<file path="src/rtl/clt_pkg.sv">
// ----------------------------------------------------------------------------
// clt_pkg
// Shared types, character codes and classifiers for the tokenizer.
// ----------------------------------------------------------------------------
package clt_pkg;

  // Width of a token length, which covers the largest supported limit.
  localparam int unsigned LEN_W = 11;

  // Depth of the result queue in front of the output port.
  localparam int unsigned QUEUE_DEPTH = 4;
  localparam int unsigned QPTR_W      = $clog2(QUEUE_DEPTH);
  localparam int unsigned QCNT_W      = $clog2(QUEUE_DEPTH + 1);

  // Character codes that steer the lexer.
  localparam logic [7:0] CH_TAB    = 8'h09;
  localparam logic [7:0] CH_NL     = 8'h0A;
  localparam logic [7:0] CH_SPACE  = 8'h20;
  localparam logic [7:0] CH_QUOTE  = 8'h22;
  localparam logic [7:0] CH_HASH   = 8'h23;
  localparam logic [7:0] CH_DOLLAR = 8'h24;
  localparam logic [7:0] CH_EQ     = 8'h3D;
  localparam logic [7:0] CH_ZERO   = 8'h30;
  localparam logic [7:0] CH_NINE   = 8'h39;
  localparam logic [7:0] CH_LOW_A  = 8'h61;
  localparam logic [7:0] CH_LOW_Z  = 8'h7A;
  localparam logic [7:0] CH_UNDER  = 8'h5F;

  // Token kinds as they appear on the output.
  typedef enum logic [2:0] {
    KIND_IDENT   = 3'd0,
    KIND_DEC     = 3'd1,
    KIND_STR     = 3'd2,
    KIND_DOLLAR  = 3'd3,
    KIND_EQ      = 3'd4,
    KIND_UNKNOWN = 3'd5,
    KIND_END     = 3'd6,
    KIND_UNTERM  = 3'd7
  } kind_t;

  // One result transaction.
  typedef struct packed {
    kind_t             token_kind;
    logic [7:0]        text_byte;
    logic              has_byte;
    logic              token_done;
    logic [LEN_W-1:0]  token_length;
    logic              length_overflow;
    logic              last_result;
  } result_t;

  // Character classes.
  function automatic logic is_letter(input logic [7:0] c);
    return ((c >= CH_LOW_A) && (c <= CH_LOW_Z)) || (c == CH_UNDER);
  endfunction

  function automatic logic is_digit(input logic [7:0] c);
    return (c >= CH_ZERO) && (c <= CH_NINE);
  endfunction

  function automatic logic is_blank(input logic [7:0] c);
    return (c == CH_SPACE) || (c == CH_TAB) || (c == CH_NL);
  endfunction

endpackage

</file>
<file path="src/rtl/clt_lexer.sv">
// ----------------------------------------------------------------------------
// clt_lexer
// Lexer state and the one-step transition that turns a byte into results.
// ----------------------------------------------------------------------------
module clt_lexer
  import clt_pkg::*;
#(
  parameter int unsigned WORD_MAX_LEN   = 128,
  parameter int unsigned STRING_MAX_LEN = 1024
) (
  input  logic        clk,
  input  logic        rst,
  input  logic        step,
  input  logic [7:0]  char_in,
  input  logic        end_of_input,
  output result_t     res0,
  output result_t     res1,
  output logic [1:0]  res_count
);

  localparam logic [LEN_W-1:0] WORD_LIM = LEN_W'(WORD_MAX_LEN);
  localparam logic [LEN_W-1:0] STR_LIM  = LEN_W'(STRING_MAX_LEN);

  typedef enum logic [2:0] {
    MODE_IDLE    = 3'd0,
    MODE_IDENT   = 3'd1,
    MODE_DEC     = 3'd2,
    MODE_STR     = 3'd3,
    MODE_COMMENT = 3'd4
  } mode_t;

  // Outcome of handling a byte from idle.
  typedef struct packed {
    logic             emit;
    result_t          res;
    mode_t            mode;
    logic [LEN_W-1:0] count;
  } idle_step_t;

  mode_t            lex_mode, lex_mode_next;
  logic [LEN_W-1:0] text_count, text_count_next;
  logic             overflow_seen, overflow_seen_next;

  result_t          r0, r1;
  logic [1:0]       n;
  idle_step_t       idl;

  function automatic result_t text_result(input kind_t k, input logic [7:0] c);
    result_t r;
    r = '0;
    r.token_kind = k;
    r.text_byte  = c;
    r.has_byte   = 1'b1;
    return r;
  endfunction

  function automatic result_t done_result(input kind_t k, input logic [LEN_W-1:0] len,
                                          input logic ovf);
    result_t r;
    r = '0;
    r.token_kind      = k;
    r.token_done      = 1'b1;
    r.token_length    = len;
    r.length_overflow = ovf;
    return r;
  endfunction

  // A fresh token always has room for its first byte, since every limit is at least one.
  function automatic idle_step_t from_idle(input logic [7:0] c);
    idle_step_t s;
    s       = '0;
    s.mode  = MODE_IDLE;
    if (is_blank(c)) begin
      s.emit = 1'b0;
    end else if (c == CH_HASH) begin
      s.mode = MODE_COMMENT;
    end else if (is_letter(c)) begin
      s.mode  = MODE_IDENT;
      s.count = LEN_W'(1);
      s.emit  = 1'b1;
      s.res   = text_result(KIND_IDENT, c);
    end else if (is_digit(c)) begin
      s.mode  = MODE_DEC;
      s.count = LEN_W'(1);
      s.emit  = 1'b1;
      s.res   = text_result(KIND_DEC, c);
    end else if (c == CH_QUOTE) begin
      s.mode = MODE_STR;
    end else if (c == CH_DOLLAR) begin
      s.emit = 1'b1;
      s.res  = done_result(KIND_DOLLAR, '0, 1'b0);
    end else if (c == CH_EQ) begin
      s.emit = 1'b1;
      s.res  = done_result(KIND_EQ, '0, 1'b0);
    end else begin
      s.emit = 1'b1;
      s.res  = done_result(KIND_UNKNOWN, LEN_W'(1), 1'b0);
      s.res.text_byte = c;
      s.res.has_byte  = 1'b1;
    end
    return s;
  endfunction

  assign idl = from_idle(char_in);

  // Transition for one item: up to two results and the next lexer state.
  always_comb begin
    r0                 = '0;
    r1                 = '0;
    n                  = 2'd0;
    lex_mode_next      = lex_mode;
    text_count_next    = text_count;
    overflow_seen_next = overflow_seen;
    if (end_of_input) begin
      lex_mode_next      = MODE_IDLE;
      text_count_next    = '0;
      overflow_seen_next = 1'b0;
      unique case (lex_mode)
        MODE_IDENT, MODE_DEC, MODE_STR: begin
          r0 = done_result((lex_mode == MODE_IDENT) ? KIND_IDENT :
                           (lex_mode == MODE_DEC)   ? KIND_DEC : KIND_UNTERM,
                           text_count, overflow_seen);
          r1 = done_result(KIND_END, '0, 1'b0);
          n  = 2'd2;
        end
        default: begin
          r0 = done_result(KIND_END, '0, 1'b0);
          n  = 2'd1;
        end
      endcase
    end else begin
      unique case (lex_mode)
        MODE_IDENT, MODE_DEC: begin
          if ((lex_mode == MODE_IDENT) ? is_letter(char_in) : is_digit(char_in)) begin
            if (text_count < WORD_LIM) begin
              text_count_next = text_count + LEN_W'(1);
              r0 = text_result((lex_mode == MODE_IDENT) ? KIND_IDENT : KIND_DEC, char_in);
              n  = 2'd1;
            end else begin
              overflow_seen_next = 1'b1;
            end
          end else begin
            // The terminating byte closes the word and starts over from idle.
            r0 = done_result((lex_mode == MODE_IDENT) ? KIND_IDENT : KIND_DEC,
                             text_count, overflow_seen);
            r1 = idl.res;
            n  = idl.emit ? 2'd2 : 2'd1;
            lex_mode_next      = idl.mode;
            text_count_next    = idl.count;
            overflow_seen_next = 1'b0;
          end
        end
        MODE_STR: begin
          if (char_in == CH_QUOTE) begin
            r0 = done_result(KIND_STR, text_count, overflow_seen);
            n  = 2'd1;
            lex_mode_next      = MODE_IDLE;
            text_count_next    = '0;
            overflow_seen_next = 1'b0;
          end else if (text_count < STR_LIM) begin
            text_count_next = text_count + LEN_W'(1);
            r0 = text_result(KIND_STR, char_in);
            n  = 2'd1;
          end else begin
            overflow_seen_next = 1'b1;
          end
        end
        MODE_COMMENT: begin
          if (char_in == CH_NL) begin
            lex_mode_next = MODE_IDLE;
          end
        end
        default: begin
          r0 = idl.res;
          n  = idl.emit ? 2'd1 : 2'd0;
          lex_mode_next      = idl.mode;
          text_count_next    = idl.count;
          overflow_seen_next = 1'b0;
        end
      endcase
    end
  end

  // Mark the final result of the item.
  always_comb begin
    res0             = r0;
    res1             = r1;
    res0.last_result = (n == 2'd1);
    res1.last_result = 1'b1;
    res_count        = n;
  end

  // Lexer state advances once per consumed item.
  always_ff @(posedge clk) begin
    if (rst) begin
      lex_mode      <= MODE_IDLE;
      text_count    <= '0;
      overflow_seen <= 1'b0;
    end else if (step) begin
      lex_mode      <= lex_mode_next;
      text_count    <= text_count_next;
      overflow_seen <= overflow_seen_next;
    end
  end

  // End of input always returns the lexer to its reset state.
  a_eof_resets: assert property (@(posedge clk) disable iff (rst)
    (step && end_of_input) |=> (lex_mode == MODE_IDLE && text_count == '0 && !overflow_seen))
    else $error("lexer state not cleared after end of input");

  // Outside a token no length is held, and inside one it never passes its limit.
  a_count_bound: assert property (@(posedge clk) disable iff (rst)
    ((lex_mode == MODE_IDLE || lex_mode == MODE_COMMENT) |-> text_count == '0) and
    ((lex_mode == MODE_IDENT || lex_mode == MODE_DEC) |-> text_count <= WORD_LIM) and
    ((lex_mode == MODE_STR) |-> text_count <= STR_LIM))
    else $error("token length out of range for lexer mode");

endmodule

</file>
<file path="src/rtl/clt_result_queue.sv">
// ----------------------------------------------------------------------------
// clt_result_queue
// Small result queue: takes up to two results a cycle, gives one a cycle while popped.
// ----------------------------------------------------------------------------
module clt_result_queue
  import clt_pkg::*;
(
  input  logic        clk,
  input  logic        rst,
  input  result_t     push0,
  input  result_t     push1,
  input  logic [1:0]  push_n,
  output logic        room_two,
  output result_t     head,
  output logic        head_valid,
  input  logic        pop
);

  result_t             entries [QUEUE_DEPTH];
  logic [QPTR_W-1:0]   wr_ptr;
  logic [QPTR_W-1:0]   rd_ptr;
  logic [QCNT_W-1:0]   count;
  logic [QPTR_W-1:0]   wr_ptr_1;
  logic                do_pop;

  assign wr_ptr_1   = wr_ptr + QPTR_W'(1);
  assign head_valid = (count != '0);
  assign head       = entries[rd_ptr];
  assign do_pop     = pop && head_valid;
  assign room_two   = (count <= QCNT_W'(QUEUE_DEPTH - 2));

  // Storage writes; an occupied entry is never overwritten.
  always_ff @(posedge clk) begin
    if (push_n != 2'd0) begin
      entries[wr_ptr] <= push0;
    end
    if (push_n == 2'd2) begin
      entries[wr_ptr_1] <= push1;
    end
  end

  // Pointers and fill count.
  always_ff @(posedge clk) begin
    if (rst) begin
      wr_ptr <= '0;
      rd_ptr <= '0;
      count  <= '0;
    end else begin
      wr_ptr <= wr_ptr + QPTR_W'(push_n);
      if (do_pop) begin
        rd_ptr <= rd_ptr + QPTR_W'(1);
      end
      count <= count + QCNT_W'(push_n) - QCNT_W'(do_pop);
    end
  end

  a_no_overfill: assert property (@(posedge clk) disable iff (rst)
    count <= QCNT_W'(QUEUE_DEPTH))
    else $error("result queue overfilled");

  a_push_room: assert property (@(posedge clk) disable iff (rst)
    (push_n == 2'd2 || push_n == 2'd1) |-> room_two)
    else $error("results pushed without room for a full item");

endmodule

</file>
<file path="src/rtl/config_language_tokenizer_top.sv">
// ----------------------------------------------------------------------------
// config_language_tokenizer_top
// Byte-stream tokenizer for a small configuration language.
//
//   Channel  Direction  Handshake            Payload
//   input    in         in_valid / in_stall   char_in, end_of_input
//   output   out        out_valid / out_stall token_kind, text_byte, has_byte,
//                                             token_done, token_length,
//                                             length_overflow, last_result
//
// An accepted byte is registered, then lexed into zero, one or two result
// transactions that enter a four-entry result queue once it has room for two.
// One byte per cycle is taken while each byte yields at most one result and
// the output is not stalled; a byte that closes a word and starts a new token,
// or an end of input that closes an open token, yields two results, which the
// single output port gives out one at a time, from the head of the queue.
// Reset is synchronous and clears the lexer state and the queue.
// A stalled output fills the queue, then in_stall rises; no data is lost.
// ----------------------------------------------------------------------------
module config_language_tokenizer_top
  import clt_pkg::*;
#(
  parameter int unsigned WORD_MAX_LEN   = 128,
  parameter int unsigned STRING_MAX_LEN = 1024
) (
  input  logic              clk,
  input  logic              rst,
  input  logic              in_valid,
  output logic              in_stall,
  input  logic [7:0]        char_in,
  input  logic              end_of_input,
  output logic              out_valid,
  input  logic              out_stall,
  output logic [2:0]        token_kind,
  output logic [7:0]        text_byte,
  output logic              has_byte,
  output logic              token_done,
  output logic [LEN_W-1:0]  token_length,
  output logic              length_overflow,
  output logic              last_result
);

  logic        item_valid;
  logic [7:0]  item_char;
  logic        item_eof;
  logic        fire;
  logic        room_two;
  result_t     res0, res1, head;
  logic [1:0]  res_count;
  logic [1:0]  push_n;

  // Item is lexed when the queue can hold the worst case of two results.
  assign fire     = item_valid && room_two;
  assign in_stall = item_valid && !room_two;
  assign push_n   = fire ? res_count : 2'd0;

  // Input register.
  always_ff @(posedge clk) begin
    if (rst) begin
      item_valid <= 1'b0;
    end else if (!in_stall) begin
      item_valid <= in_valid;
    end
  end

  always_ff @(posedge clk) begin
    if (!in_stall && in_valid) begin
      item_char <= char_in;
      item_eof  <= end_of_input;
    end
  end

  clt_lexer #(
    .WORD_MAX_LEN   (WORD_MAX_LEN),
    .STRING_MAX_LEN (STRING_MAX_LEN)
  ) u_lexer (
    .clk          (clk),
    .rst          (rst),
    .step         (fire),
    .char_in      (item_char),
    .end_of_input (item_eof),
    .res0         (res0),
    .res1         (res1),
    .res_count    (res_count)
  );

  clt_result_queue u_queue (
    .clk        (clk),
    .rst        (rst),
    .push0      (res0),
    .push1      (res1),
    .push_n     (push_n),
    .room_two   (room_two),
    .head       (head),
    .head_valid (out_valid),
    .pop        (!out_stall)
  );

  // Output fields from the queue head.
  assign token_kind      = head.token_kind;
  assign text_byte       = head.text_byte;
  assign has_byte        = head.has_byte;
  assign token_done      = head.token_done;
  assign token_length    = head.token_length;
  assign length_overflow = head.length_overflow;
  assign last_result     = head.last_result;

endmodule

</file>
<file path="config.mk">
export PLATFORM = sky130hd
export DESIGN_NAME = config_language_tokenizer_top
export DESIGN_NICKNAME = d
export VERILOG_FILES = /design/src/rtl/clt_pkg.sv /design/src/rtl/clt_lexer.sv /design/src/rtl/clt_result_queue.sv /design/src/rtl/config_language_tokenizer_top.sv
export SDC_FILE = /design/constraint.sdc
export NUM_CORES = 1
export LEC_CHECK = 0
export ABC_AREA = 1
export BUFFER_PORTS_ARGS = -buffer_cell sky130_fd_sc_hd__buf_2
export CORE_UTILIZATION = 65
export DETAILED_ROUTE_END_ITERATION = 12
export PLACE_DENSITY = 0.81
export SETUP_SLACK_MARGIN = 0.5
export SYNTH_ARGS = -nofsm -noshare
export SYNTH_HDL_FRONTEND = slang
export SYNTH_HIERARCHICAL = 1
export SYNTH_SLANG_ARGS = --single-unit
</file>
<file path="constraint.sdc">
create_clock -name clk -period 11.8 [get_ports clk]
set_input_delay 0.59 -clock clk [delete_from_list [all_inputs] [get_ports clk]]
set_output_delay 0.59 -clock clk [all_outputs]
set_load 0.05 [all_outputs]
</file>
==> results of run 1 <==
-- critical path, delay by kind of cell, from the launching register on --
kind | cells | cell delay [ns]
AND/OR/NAND/NOR | 5 | 1.39
flip-flops | 1 | 0.74
buffers and inverters | 5 | 1.02
AO/OA/AOI/OAI | 1 | 0.43
-- through the flow --
stage / hold WS (ns) / instances / setup slack (ns) / power, uW
2_1_floorplan: 0.436 / 928 / 7.36 / 978
4_1_cts: 0.334 / 1101 / 7.94 / 1650
3_3_place_gp: 0.450 / 1069 / 8.03 / 1080
6_report: 0.343 / 1101 / 7.87 / 1650
3_5_place_dp: 0.449 / 1069 / 7.95 / 1080
5_1_grt: 0.331 / 1101 / 7.48 / 1710
-- registers in the layout, summed over array words and instances, names as in the netlist, named ones only --
name / flops
item_char: 8
item_eof: 1
item_valid: 1
u_lexer/lex_mode: 3
u_lexer/overflow_seen: 1
u_lexer/text_count: 11
u_queue/count: 3
u_queue/entries: 104
u_queue/rd_ptr: 2
u_queue/wr_ptr: 2
-- final cells by class --
type	count	area share, %
flip-flops and latches	138	44.7
multi-input cells	623	38.3
inverters	116	4.99
clock buffers	19	4.97
repair buffers	45	2.73
clock inverters	13	2.28
well taps	147	2.11
-- cell usage in the layout (no fill, tap or decap), types with 5 or more instances in the layout --
cell type and instances:
buf_4 5, nand2_4 6, buf_2 40, nand3_1 30, inv_1 103, inv_2 13, o21ai_1 53, nand2_1 171
nand3_4 5, dfxtp_1 25, nor3_1 9, ha_1 5, o22ai_1 27, bufinv_16 5, conb_1 12, nand2_2 5
nand4_1 7, clkbuf_16 17, a21oi_1 11, o21ai_0 61, nor2_1 127, o21ai_2 55, edfxtp_1 113
-- cells by family after synthesis --
group | after synthesis | synth area share, %
AO/OA/AOI/OAI | 224 | 17.9
XOR/XNOR | 4 | 0.441
adder cells (fa/ha/maj) | 6 | 1.04
buffers and inverters | 167 | 10.2
flip-flops | 138 | 49.0
other | 2 | 0.0945
AND/OR/NAND/NOR | 377 | 21.4
-- how the worst max path moves through the flow --
stage,start,endpoint,slack (ns),cells past startpoint
floorplan,item_char[7],u_queue/entries[0][0],7.36,15
global placement,item_char[0],u_queue/entries[1][17],8.03,18
detailed placement,item_eof,u_queue/entries[2][7],7.95,11
CTS,item_eof,u_queue/entries[2][1],7.94,11
global route,item_char[7],u_queue/entries[1][19],7.48,16
finish,item_eof,u_queue/entries[2][10],7.87,11
-- power by group through the flow --
stage / registers, uW / clock network [uW] / logic, uW
floorplan: 598 / 0 / 380
finish: 597 / 572 / 482
detailed placement: 606 / 0 / 478
global placement: 605 / 0 / 472
CTS: 596 / 577 / 480
global route: 601 / 595 / 519
-- routing by layer --
layer | vias to the layer above | wire length [um] | GRT usage (%)
li1 | 3106 | - | -
met1 | 3009 | 7680 | 39.6
met2 | 291 | 8860 | 50.2
met3 | 21 | 1340 | 4.70
met4 | 0 | 237 | 8.71
met5 | - | 0 | 0
==> impl_metrics.csv, run 1 <==
group,metric,value,unit
outcome,status,"complete, no violations",
global_route,grt_use_total,29.7,%
yosys,ys_seq_elements,138,
clocking,htree_levels,4,
floorplan,die-area,12700,sq um
drt,first_iter_violations,607,
setup_path,worst-r2r-setup-slack,7.87,ns
hold_path,hold_depth,1,
yosys,synth_edf_count,113,
floorplan,core,12000,sq um
setup_path,required,11.89,ns
setup_path,reg2reg_depth,11,
yosys,synth_area_leaders,"edfxtp_1, nand2_1, dfxtp_1",
power,ir_drop,0.000131,V
setup_path,timing.critical_path.slowest_cell_delay,0.74,ns
sta,period_needed,3.93,ns
floorplan,initial_core_util,66.4,%
setup_path,critPathMaxFanout,53,
yosys,synth_area_leader_cell,"edfxtp_1",
sta,maxSlewHeadroom,31.9,%
drt,drcViolationCount,0,
setup_path,critPathLaunchType,"register",
drt,ant_nets,0,
clocking,cts_hold_buf,0,
yosys,synth_commonest_cells,"nand2_1, nor2_1, edfxtp_1",
setup_path,path_cells,"inv_2, nor2_1, inv_1, nand2_1, inv_1, nor2_1, inv_2, nor2_8, nand3_4, o31ai_4, buf_4",
hold_path,hold_path_class,"in -> reg",
floorplan,die_w,113,um
power,p_switching,590,uW
sta,finalHoldViolations,0,
hold_path,min_to,"item_eof",
clocking,cts_setup_buffers,0,
floorplan,num_io_pins,41,
final_layout,nets,960,
yosys,syn_area,7950,sq um
drt,first_pass_iters,5,
clocking,clk_path_buf_depth,2,
final_layout,register_area,3890,sq um
clocking,tritoncts,"built",
power,power_frac_clock,34.7,%
sta,skew,0.00629,ns
power,power_switching_share,35.8,%
sta,setup_viol,0,
placement,gp_congestion,0.900,
yosys,yosysSeqAreaShare,49.0,%
global_route,antenna_found_initial,0,
final_layout,fillCellCount,895,
final_layout,drive_gt1_share,18.8,%
setup_path,cp_slowest_cell,"edfxtp_1",
setup_path,reg2reg_to,"u_queue/entries[2][10]",
clocking,cts_sinks,138,
power,p_comb_share,29.2,%
power,p_seq_share,36.1,%
setup_path,cp_data_arrival_time,4.03,ns
global_route,grt_first_pass_wirelength,29000,um
drt,routed-via-count,6427,
final_layout,n_antenna_cell,0,
yosys,syn_inst,918,
clocking,clk_latency,0.42,ns
clocking,cts_inserted_buffers,17,
yosys,yosysTopAreaCellShare,42.7,%
yosys,yosysMostFrequentCell,"nand2_1",
sta,worst_pin_slew,1.02,ns
global_route,grt_max_degree,54,
final_layout,final_util,72.9,%
final_layout,multi_input_area,3340,sq um
clocking,root_buffer,"clkbuf_16",
power,p_leak,0.00332,uW
floorplan,chipHeight,113,um
placement,place_hpwl,11900,um
floorplan,rows,40,
power,power.density,189,nW/um^2
sta,min_period_over_period,33.3,%
placement,port_buffers,40,
sta,fmax,254,MHz
clocking,clkTransAtPathRegs,0.06,ns
clocking,cts_resized,0,
setup_path,crit-reg2reg-launch,"item_eof",
final_layout,syn_to_final_growth,9.70,%
run,drv_cap,0,
yosys,synthArstFlopShare,0,%
sta,rsz0062_at_grt,"no",
sta,slew_violations,0,
final_layout,stdcell_area,8720,sq um
drt,drt-vias-per-instance,5.84,
global_route,grt_pass1_vias,5949,
setup_path,end_kind,"register",
yosys,ys_types,42,
placement,postPlaceCellArea,8090,sq um
global_route,grt_overflow,0,
power,p_int,1060,uW
yosys,syn_area_per_cell,8.66,sq um
drt,routed_wl,18100,um
yosys,synth_flop_cell,"edfxtp_1",
sta,setup_tns,0,ns
drt,wl_per_cell,16.5,um
yosys,synth_warnings,6,
setup_path,crit_type,"reg -> reg",
hold_path,hp-start,"end_of_input",
No activity file was read; power rests on OpenSTA's default activity.
==> inputs of run 2 (changes only) <==
--- a/config.mk
+++ b/config.mk
@@ -7,9 +7,9 @@
 export LEC_CHECK = 0
 export ABC_AREA = 1
 export BUFFER_PORTS_ARGS = -buffer_cell sky130_fd_sc_hd__buf_2
-export CORE_UTILIZATION = 65
+export CORE_UTILIZATION = 62
 export DETAILED_ROUTE_END_ITERATION = 12
-export PLACE_DENSITY = 0.81
+export PLACE_DENSITY = 0.78
 export SETUP_SLACK_MARGIN = 0.5
 export SYNTH_ARGS = -nofsm -noshare
 export SYNTH_HDL_FRONTEND = slang
==> constraint.sdc (replaced) <==
create_clock -name clk -period 4.05 [get_ports clk]
set_input_delay 0.2025 -clock clk [delete_from_list [all_inputs] [get_ports clk]]
set_output_delay 0.2025 -clock clk [all_outputs]
set_load 0.05 [all_outputs]
==> impl_metrics.csv, run 2 (synthesis gave the netlist of run 1 again) <==
group,metric,value,unit
final_layout,layout_common_cells,"nand2_1, nor2_1, edfxtp_1, inv_1, o21ai_0",
global_route,grt_pass1_vias,5895,
clocking,root_buffer,"clkbuf_16",
placement,placed_cells,1100,
drt,wl_per_cell,15.7,um
global_route,grt_overflow,0,
placement,postPlaceCellArea,8190,sq um
power,ir_drop,0.000308,V
final_layout,top_regs,"u_queue/entries: 104 flops, u_lexer/text_count: 11 flops, item_char: 8 flops",
final_layout,largest_reg_flops,104,
sta,fmax,301,MHz
final_layout,syn_to_final_growth,11.7,%
drt,first_pass_iters,5,
floorplan,die_w,115,um
sta,slew_violations,0,
sta,setup_tns,0,ns
final_layout,stdcell_area,8880,sq um
drt,routed_wl,17900,um
outcome,status,"complete, no violations",
floorplan,initial_core_util,64.8,%
floorplan,num_io_pins,41,
clocking,htree_levels,4,
sta,period_needed,3.33,ns
setup_path,end_kind,"register",
sta,finalHoldViolations,0,
setup_path,cp_data_arrival_time,3.48,ns
run,drv_cap,0,
clocking,tritoncts,"built",
setup_path,crit_type,"reg -> reg",
global_route,grt_first_pass_wirelength,29000,um
final_layout,nets,981,
hold_path,hold_path_class,"in -> reg",
final_layout,largest-register,"u_queue/entries",
placement,place_hpwl,11700,um
sta,worst_pin_slew,0.812,ns
final_layout,multi_input_area,3360,sq um
floorplan,die-area,13300,sq um
setup_path,required,4.20,ns
drt,wl_met2,8630,um
final_layout,mostFrequentLayoutCell,"nand2_1",
power,p_leak,0.00340,uW
final_layout,drive_gt1_share,20.1,%
final_layout,register_area,3890,sq um
global_route,grt_use_total,29.0,%
floorplan,core,12300,sq um
clocking,clkTransAtPathRegs,0.06,ns
drt,first_iter_violations,626,
clocking,cts_sinks,138,
setup_path,critPathMaxFanout,36,
drt,drcViolationCount,0,
drt,ant_nets,0,
clocking,clk_latency,0.41,ns
final_layout,layoutNonFillerInstCount,1143,
sta,setup_viol,0,
drt,drt-vias-per-instance,5.55,
drt,routed-via-count,6346,
sta,rsz0062_at_grt,"no",
clocking,cts_inserted_buffers,17,
clocking,clk_path_buf_depth,2,
placement,dp_slack,0.538,ns
sta,layout_setup_ws,0.723,ns
drt,top_layer,"met4",
placement,gp_congestion,0.933,
global_route,grt_max_degree,54,
floorplan,chipHeight,115,um
global_route,antenna_found_initial,0,
drt,met3WireLength,1140,um
final_layout,n_antenna_cell,0,
power,power.density,521,nW/um^2
setup_path,critPathLaunchType,"register",
sta,min_period_over_period,82.2,%
sta,skew,0.00680,ns
floorplan,rows,40,
sta,maxSlewHeadroom,45.8,%
placement,port_buffers,40,
drt,wl_met1,7890,um
power,p_total,4630,uW
final_layout,fillCellCount,915,
[run 2: cell count changes in the layout (fill, tap and decap cells not counted), moves of 3 or more]
cell | previous run | this run
buf_4 | 5 | 13
buf_6 | 0 | 3
bufinv_16 | 5 | 1
clkbuf_4 | 0 | 6
clkinv_1 | 3 | 0
clkinv_2 | 1 | 4
dlygate4sd3_1 | 0 | 9
[run 2: where the power goes]
part | switching (uW) | leakage [uW] | total [uW] | internal [uW]
logic | 1090 | 0.00190 | 1440 | 352
clock network | 552 | 0.000290 | 1470 | 915
registers | 54.5 | 0.00121 | 1720 | 1670
[run 2: worst max-delay path, cell delays in order, from the launching register on]
cell      delay [ns]
edfxtp_1        0.40
nor2_1          0.19
inv_1           0.08
nor3_1          0.26
o211ai_1        0.17
nand3_1         0.16
inv_1           0.10
nand2_1         0.06
nand3_1         0.07
a21oi_1         0.21
nor2_1          0.06
inv_1           0.06
nor2_1          0.06
buf_4           0.16
nor2_8          0.19
nand3_4         0.25
buf_4           0.37
nand2_1         0.14
o21ai_2         0.07
[run 2: final timing paths]
path,start,to,slack (ns),depth (start not counted)
worst max register to register,item_char[7],u_queue/entries[1][17],0.72,18
worst min-delay path,in_valid,item_valid,0.07,3
worst min register to register,u_lexer/overflow_seen,u_lexer/overflow_seen,0.47,2
worst max-delay path,item_char[7],u_queue/entries[1][17],0.72,18
[run 2: routing by layer]
metal,up-vias,GRT usage [%]
met5,-,0
met4,0,10.4
met3,24,5.38
met2,221,48.4
met1,2935,37.9
li1,3166,-
[run 2: per-stage QoR]
| step | hold slack [ns] | utilization, % |
|---|---|---|
| global route | 0.0709 | 72.4 |
| detailed placement | 0.381 | 66.8 |
| global placement | 0.379 | 66.8 |
| floorplan | 0.265 | - |
| finish | 0.0651 | 72.4 |
| CTS | 0.0495 | 72.1 |
[run 2: what timing repair did]
action	4_1_cts	5_1_grt
endpoints found under the setup margin	0	100
setup buffers	0	1
resized for setup	0	4
hold endpoints to repair	9	0
hold buffers	9	0
[run 2: cell type report]
cell class                 count  share of cell area [%]
tap                          168                    2.37
timing repair buffer          65                    4.75
multi-input combinational    624                    37.8
sequential                   138                    43.8
inverter                     116                    4.90
clock buffer                  25                    5.61
clock inverter                 7                   0.733
